## src/design/gmm_pkg.sv

```systemverilog
`timescale 1ns / 1ps

package gmm_pkg;

  localparam int COMP_W      = 4;
  localparam int NUM_W       = 5;
  localparam int VAL_W       = 16;
  localparam int PREC_W      = 16;
  localparam int CONST_W     = 32;
  localparam int SCORE_W     = 64;
  localparam int LIN_W       = 32;
  localparam int QUAD_W      = 17;
  localparam int XSQ_W       = 31;
  localparam int PLIN_W      = LIN_W + VAL_W;
  localparam int PQUAD_W     = QUAD_W + XSQ_W + 1;
  localparam int ACC_W       = 52;
  localparam int FIELD_REACH = 16;

  localparam logic ACTION_LOAD  = 1'b0;
  localparam logic ACTION_SCORE = 1'b1;

  typedef enum logic [1:0] {
    ST_IDLE,
    ST_PREP,
    ST_RUN,
    ST_DRAIN
  } state_t;

  typedef struct packed {
    logic              load;
    logic              capture;
    logic              issue;
    logic [COMP_W-1:0] comp;
    logic              last;
  } dp_cmd_t;

  typedef struct packed {
    logic advance;
    logic busy;
  } dp_status_t;

endpackage

```

## src/design/gmm_ctrl.sv

```systemverilog
`timescale 1ns / 1ps

module gmm_ctrl import gmm_pkg::*; #(
  parameter int MAX_COMPONENTS = 16
) (
  input  logic             clk,
  input  logic             rst,
  input  logic             in_valid,
  output logic             in_ready,
  input  logic             action,
  input  logic             cfg_valid,
  output logic             cfg_ready,
  input  logic [NUM_W-1:0] cfg_data,
  input  dp_status_t       status,
  output dp_cmd_t          cmd
);

  localparam int LIM = (MAX_COMPONENTS < FIELD_REACH) ? MAX_COMPONENTS : FIELD_REACH;

  state_t            state;
  state_t            state_next;
  logic [NUM_W-1:0]  num_components;
  logic [COMP_W-1:0] k;
  logic [COMP_W-1:0] k_next;
  logic [NUM_W-1:0]  active;
  logic              accept;
  logic              is_last;

  always_comb begin
    if (num_components == '0) begin
      active = NUM_W'(1);
    end else if (num_components > NUM_W'(LIM)) begin
      active = NUM_W'(LIM);
    end else begin
      active = num_components;
    end
  end

  assign cfg_ready = 1'b1;
  assign accept    = in_valid && in_ready;
  assign is_last   = ({1'b0, k} == (active - NUM_W'(1)));

  always_ff @(posedge clk) begin
    if (rst) begin
      state          <= ST_IDLE;
      k              <= '0;
      num_components <= NUM_W'(16);
    end else begin
      state <= state_next;
      k     <= k_next;
      if (cfg_valid && cfg_ready) begin
        num_components <= cfg_data;
      end
    end
  end

  always_comb begin
    state_next  = state;
    k_next      = k;
    in_ready    = 1'b0;
    cmd.load    = 1'b0;
    cmd.capture = 1'b0;
    cmd.issue   = 1'b0;
    cmd.comp    = k;
    cmd.last    = is_last;
    case (state)
      ST_IDLE: begin
        in_ready = 1'b1;
        k_next   = '0;
        if (accept) begin
          if (action == ACTION_SCORE) begin
            cmd.capture = 1'b1;
            state_next  = ST_PREP;
          end else begin
            cmd.load = 1'b1;
          end
        end
      end
      ST_PREP: begin
        state_next = ST_RUN;
      end
      ST_RUN: begin
        if (status.advance) begin
          cmd.issue = 1'b1;
          k_next    = k + COMP_W'(1);
          if (is_last) begin
            state_next = ST_DRAIN;
          end
        end
      end
      ST_DRAIN: begin
        if (!status.busy) begin
          state_next = ST_IDLE;
        end
      end
      default: begin
        state_next = ST_IDLE;
      end
    endcase
  end

endmodule

```

## config.mk

```make
export PLATFORM = sky130hd
export DESIGN_NAME = gmm_ctrl
export DESIGN_NICKNAME = d
export VERILOG_FILES = /design/src/design/gmm_pkg.sv /design/src/design/gmm_ctrl.sv
export SDC_FILE = /design/constraint.sdc
export NUM_CORES = 1
export LEC_CHECK = 0
export ABC_AREA = 1
export BUFFER_PORTS_ARGS = -buffer_cell sky130_fd_sc_hd__buf_2
export CAP_MARGIN = 20
export CELL_PAD_IN_SITES_DETAIL_PLACEMENT = 0
export CELL_PAD_IN_SITES_GLOBAL_PLACEMENT = 1
export CORE_MARGIN = 3
export CORE_UTILIZATION = 36
export DETAILED_ROUTE_END_ITERATION = 8
export PLACE_DENSITY = 0.86
export REMOVE_ABC_BUFFERS = 1
export SLEW_MARGIN = 20
export SYNTH_ARGS = -nofsm -noshare
export SYNTH_HDL_FRONTEND = slang
export SYNTH_SLANG_ARGS = --single-unit
export TNS_END_PERCENT = 5
```

## constraint.sdc

```tcl
create_clock -name clk -period 4.6 [get_ports clk]
set_clock_uncertainty 0.05 [all_clocks]
set_input_delay 0 -clock clk [delete_from_list [all_inputs] [get_ports clk]]
set_output_delay 0 -clock clk [all_outputs]
set_load 0.01 [all_outputs]
```

## After elaboration in Yosys (flattened, before gate mapping)

Index checks and enable logic that the tools add are counted.

| cells by class | value |
|---|---|
| add/sub/neg operators | 2 |
| $lt $le $gt $ge | 1 |
| equal/unequal tests | 9 |
| multiplexer cells | 17 |
| reductions and logical operators | 6 |

Operator list:

| kind | number |
|---|---|
| 2-bit 2-to-1 mux | 7 |
| 5-bit 2-to-1 mux | 2 |
| 2-bit inequality test, second input constant | 5 |
| 2-bit case mux with 4 select lines | 1 |
| 4-bit case mux with 2 select lines | 1 |
| 4-bit by 5-bit == test with 1-bit output | 1 |
| 5-bit > comparator, second input constant | 1 |
| 5-bit logical NOT | 1 |
| 1-bit 2-to-1 mux | 5 |
| 5-bit AND reduction | 1 |
| 5-bit by 1-bit subtractor with 5-bit output, second input constant | 1 |
| 4-bit by 1-bit adder with 4-bit output, second input constant | 1 |
| 2-bit == test, second input constant | 2 |
| 4-bit 2-to-1 mux | 1 |
| 2-bit by 1-bit == test with 1-bit output, second input constant | 1 |
| 2-bit logical NOT | 1 |
| 2-bit AND reduction | 1 |
| 2-bit nonzero test | 1 |
| 1-bit logical AND | 1 |

| storage, ports and cells | value |
|---|---|
| bits in registers | 11 |
| bits of input ports | 12 |
| word-level logic and storage cells | 38 |

## Depth between registers and ports, before layout

| logic depth | value |
|---|---|
| depth in word-level cells | 8 |
| depth in mapped cells | 14 |
| depth with buffers taken out | 14 |

## Worst setup path before layout

Ideal clock, no wire load.

| timing | value |
|---|---|
| path kind | register to register |
| start point | register num_components[2] |
| end point | register state[1] |
| data arrival time | 1,689 ps |
| data required time | 4,435 ps |
| path slack | 2,746 ps |
| stages on the path, launching flop included | 15 |
| path buffers | 0 |
| period minus slack after synthesis | 1,854 ps |
| cells stage by stage | dfxtp_1 > nor2_2 > nand2_2 > nand2_1 > nand2_1 > ha_1 > nor2_1 > a21oi_1 > nand3_1 > nor2_1 > nand2_1 > o21bai_4 > nand3_1 > nand2_1 > nor2_1 |

| on the way | value |
|---|---|
| word-level cells in the longest chain between the ends | 7 |
| elaborated cells on any way between the ends | 8 |
| classes of those cells | add/sub (1); order compare (1); eq/ne (2); mux (2); reduce/logical (2) |

Ends and longest elaborated chain:

| item | RTL line | text |
|---|---|---|
| start, declared | gmm_ctrl.sv:22 | `logic [NUM_W-1:0] num_components;` |
| start signal, assigned | gmm_ctrl.sv:52 | `num_components <= cfg_data;` |
| 5-bit > comparator | gmm_ctrl.sv:32 | `end else if (num_components > NUM_W'(LIM)) begin` |
| 5-bit 2-to-1 mux | gmm_ctrl.sv:32 |  |
| 5-bit 2-to-1 mux (*) | gmm_ctrl.sv:30 | `if (num_components == '0) begin` |
| 5-bit by 1-bit subtractor with 5-bit output (*) | gmm_ctrl.sv:41 | `assign is_last = ({1'b0, k} == (active - NUM_W'(1)));` |
| 4-bit by 5-bit == test with 1-bit output (*) | gmm_ctrl.sv:41 |  |
| 2-bit inequality test (no source line) (*) | n/a |  |
| 5-bit AND reduction (no source line) (*) | n/a |  |
| end signal, assigned | gmm_ctrl.sv:49 | `state <= state_next;` |
| end, declared | gmm_ctrl.sv:20 | `state_t state;` |

Mark *: on every way between the ends. The rest lies on a longest branch, timed or not.
A chain may end at the register's enable or synchronous reset.

==> metrics.md <==
| Metric | Value |
|---|---|
| Layout cells sized above 1 | 20.7% |
| Avg Synthesized Cell Area | 6.50 um2 |
| Final count of negative-setup-slack endpoints | 0 |
| Gr busiest metal | met2 |
| Power Dens Cells | 341 nW/um2 |
| Sequential share of the synthesized area | approximately 29% |
| CTS Buffer Depth | 2 |
| Synth-to-Final Area Change | 29.8% |
| Initial core utilization | 40.6% |
| Row Count | 15 |
| Max Cap Viol | 0 |
| Worst Path Required | 4.55 ns |
| Adder-Cell Fraction of Synth Area | 8.38% |
| Clk sinks | 11 |
| Fin crit share | 46.0% |
| 1st-pass router iterations | 4 |
| DR iter-0 viols | 14 |
| Met2 Use GR | 23.7% |
| Initial antenna violation count | 0 |
| Status | complete, no violations |
| Worst vdd rail ir drop | 0.000206 V |
| Via Count | 796 |
| TritonCTS clock tree | yes |
| Clock root cell | clkbuf_4 |
| Synth warnings | 0 |
| Minimum clock period after layout | 2.12 ns |
| Hold Crit Class | in -> reg |
| Clock-pin slew on the worst setup and hold paths | 0.07 ns |
| Class of the most critical setup path | reg -> out |
| Nets | 163 |
| Total global-route track usage | 14.7% |
| PortBufs | 20 |
| Hold Crit Depth | 3 |
| RD Place Congestion | 0.873 |
| Crit. End Element | output pin |
| FMAX | 0.473 GHz |
| Core area | about 1800 um2 |
| Routed WL per cell | 10.3 um |
| GR Util met3 | 2.58% |
| Final slew viol count | 0 |
| Total die area | 2660 um2 |
| Post-synthesis xor/xnor area fraction | under 10% |
| First-pass GRT wire length | 2920 um |
| Compound-Gate Fraction of Synth Area | 16.4% |
| Simple-Gate Fraction of Synth Area | 33.0% |
| Die Height | roughly 52 um |
| Final hold vios | 0 |
| Boundary Pins | 22 |
| Pin count of the biggest net entering global routing | 9 |
| Total CTS buffers | 3 |
| Pwr Total | 331 uW |
| Crit path DAT | 2.07 ns |
| Setup_tns | 0 ns |
| R2R depth | 14 |
| GR Util met1 | 19.4% |
| Post-CTS setup buffers | 0 |
| Max H-tree Level | 1 |
| Die X | roughly 52 um |
| DR DRC count | 0 |
| Dpl hpwl | around 1300 um |
| RSZ-0062 raised after global routing | no |
| Cell area after synthesis | 747 um2 |
| Lkg Pwr | 0.000481 uW |
| Count of different cell masters after synthesis | 21 |
| WL final | roughly 1800 um |
| Skew-Pair Late Insertion Delay | 0.27 ns |
| Seq cells post-synth | 11 |
| Main combinational cell family by area after synthesis | simple AND/OR/NAND/NOR gates |
| Gr ovfl total | 0 |
| Post-synthesis mux area share | 0% |
| CP max FO | 5 |
| Post-Synthesis Cells | 115 |
| Startpoint Class | flip-flop |
| Antenna-violating nets left | 0 |
| Via/cell ratio | 4.68 |
| Vias in the first global route | 685 |
| Ant. Diodes | 0 |
==> synthesized netlist by cell type <==
cell | count | share of area [%]
ha_1 | 5 | 8.4
nor2_1 | 16 | 8.0
nand3_2 | 1 | 1.3
dfxtp_1 | 11 | 29
nor2_2 | 1 | 0.84
conb_1 | 1 | 0.50
o21ai_0 | 8 | 5.4
xor2_1 | 1 | 1.2
inv_1 | 17 | 8.5
nand2_2 | 2 | 1.7
nor3_1 | 4 | 2.7
a21oi_2 | 1 | 1.2
buf_4 | 2 | 2.0
nand3_1 | 9 | 6.0
nand2_1 | 23 | 12
nor4_1 | 1 | 0.84
o22ai_1 | 1 | 0.84
a21oi_1 | 8 | 5.4
inv_2 | 1 | 0.50
o21bai_4 | 1 | 2.5
a221oi_1 | 1 | 1.2
==> where the power goes <==
group,total (uW),switching (uW),internal (uW),leakage (uW)
registers,118,11.2,107,0.0000905
clock network,67.2,33.7,33.5,0.0000150
logic,146,87.2,58.7,0.000375
==> layout by cell type (no fill, tap or decap), types with 2 or more instances in the layout <==
cell / instances
nand2_1: 23
buf_2: 20
inv_1: 17
nor2_1: 16
dfxtp_1: 11
nand3_1: 9
a21oi_1: 8
o21ai_0: 8
dlygate4sd3_1: 8
ha_1: 5
nor3_1: 4
clkbuf_4: 3
nand2_2: 2
==> final cells by class <==
class	instances	area (um2)
fillers	210	870
multi-input cells	84	444
flip-flops and latches	11	220
repair buffers	28	180
inverters	18	67.6
well taps	25	31.3
clock buffers	4	26.3
==> through the flow <==
stage,utilization [%],instance area (um2),hold slack [ns],setup WS [ns],std cells
2_1_floorplan,-,732,0.00440,2.75,113
3_3_place_gp,46.9,863,0.156,2.63,158
3_5_place_dp,46.9,863,0.160,2.57,158
4_1_cts,52.7,970,0.00475,2.48,170
5_1_grt,52.7,970,0.0311,2.27,170
6_report,52.7,970,0.0144,2.48,170
==> critical path: stages, from the launching register on <==
cell,delay [ns]
dfxtp_1,0.36
nor2_2,0.17
nand2_2,0.07
nand2_1,0.08
nand2_1,0.09
ha_1,0.30
nor2_1,0.04
a21oi_1,0.12
nand3_1,0.08
nor2_1,0.11
nand2_1,0.11
nor2_1,0.12
buf_2,0.14
==> per-layer routing <==
layer	share of wire [%]	up-vias
met5	0	-
met4	0.57	0
met3	3.5	2
met2	49	12
met1	47	351
li1	-	431
==> timing repair <==
action                                 4_1_cts  5_1_grt
endpoints found under the hold margin        6        0
hold buffers                                 8        0
resized for setup                            0        0
==> final timing paths <==
path                                     endpoint               from  slack (ns)
worst max-delay path                       cmd[0]  num_components[2]        2.48
worst min-delay path            num_components[1]          cfg_valid        0.01
worst max register to register           state[1]  num_components[2]        2.55
worst min register to register  num_components[0]  num_components[0]        0.44
==> flip-flops by register name, indices dropped and copies added, names as in the netlist <==
| register | cells |
|---|---|
| state | 2 |
| num_components | 5 |
| k | 4 |
==> logic make-up (layout without fill, tap and decap cells) <==
kind of cell	after synthesis	after routing
simple gates	57	57
compound gates	20	20
buf+inv	20	50
flops	11	11
fa+ha+maj	5	5
other cells	1	1
xor+xnor	1	1
No activity file was read; power rests on OpenSTA's default activity.
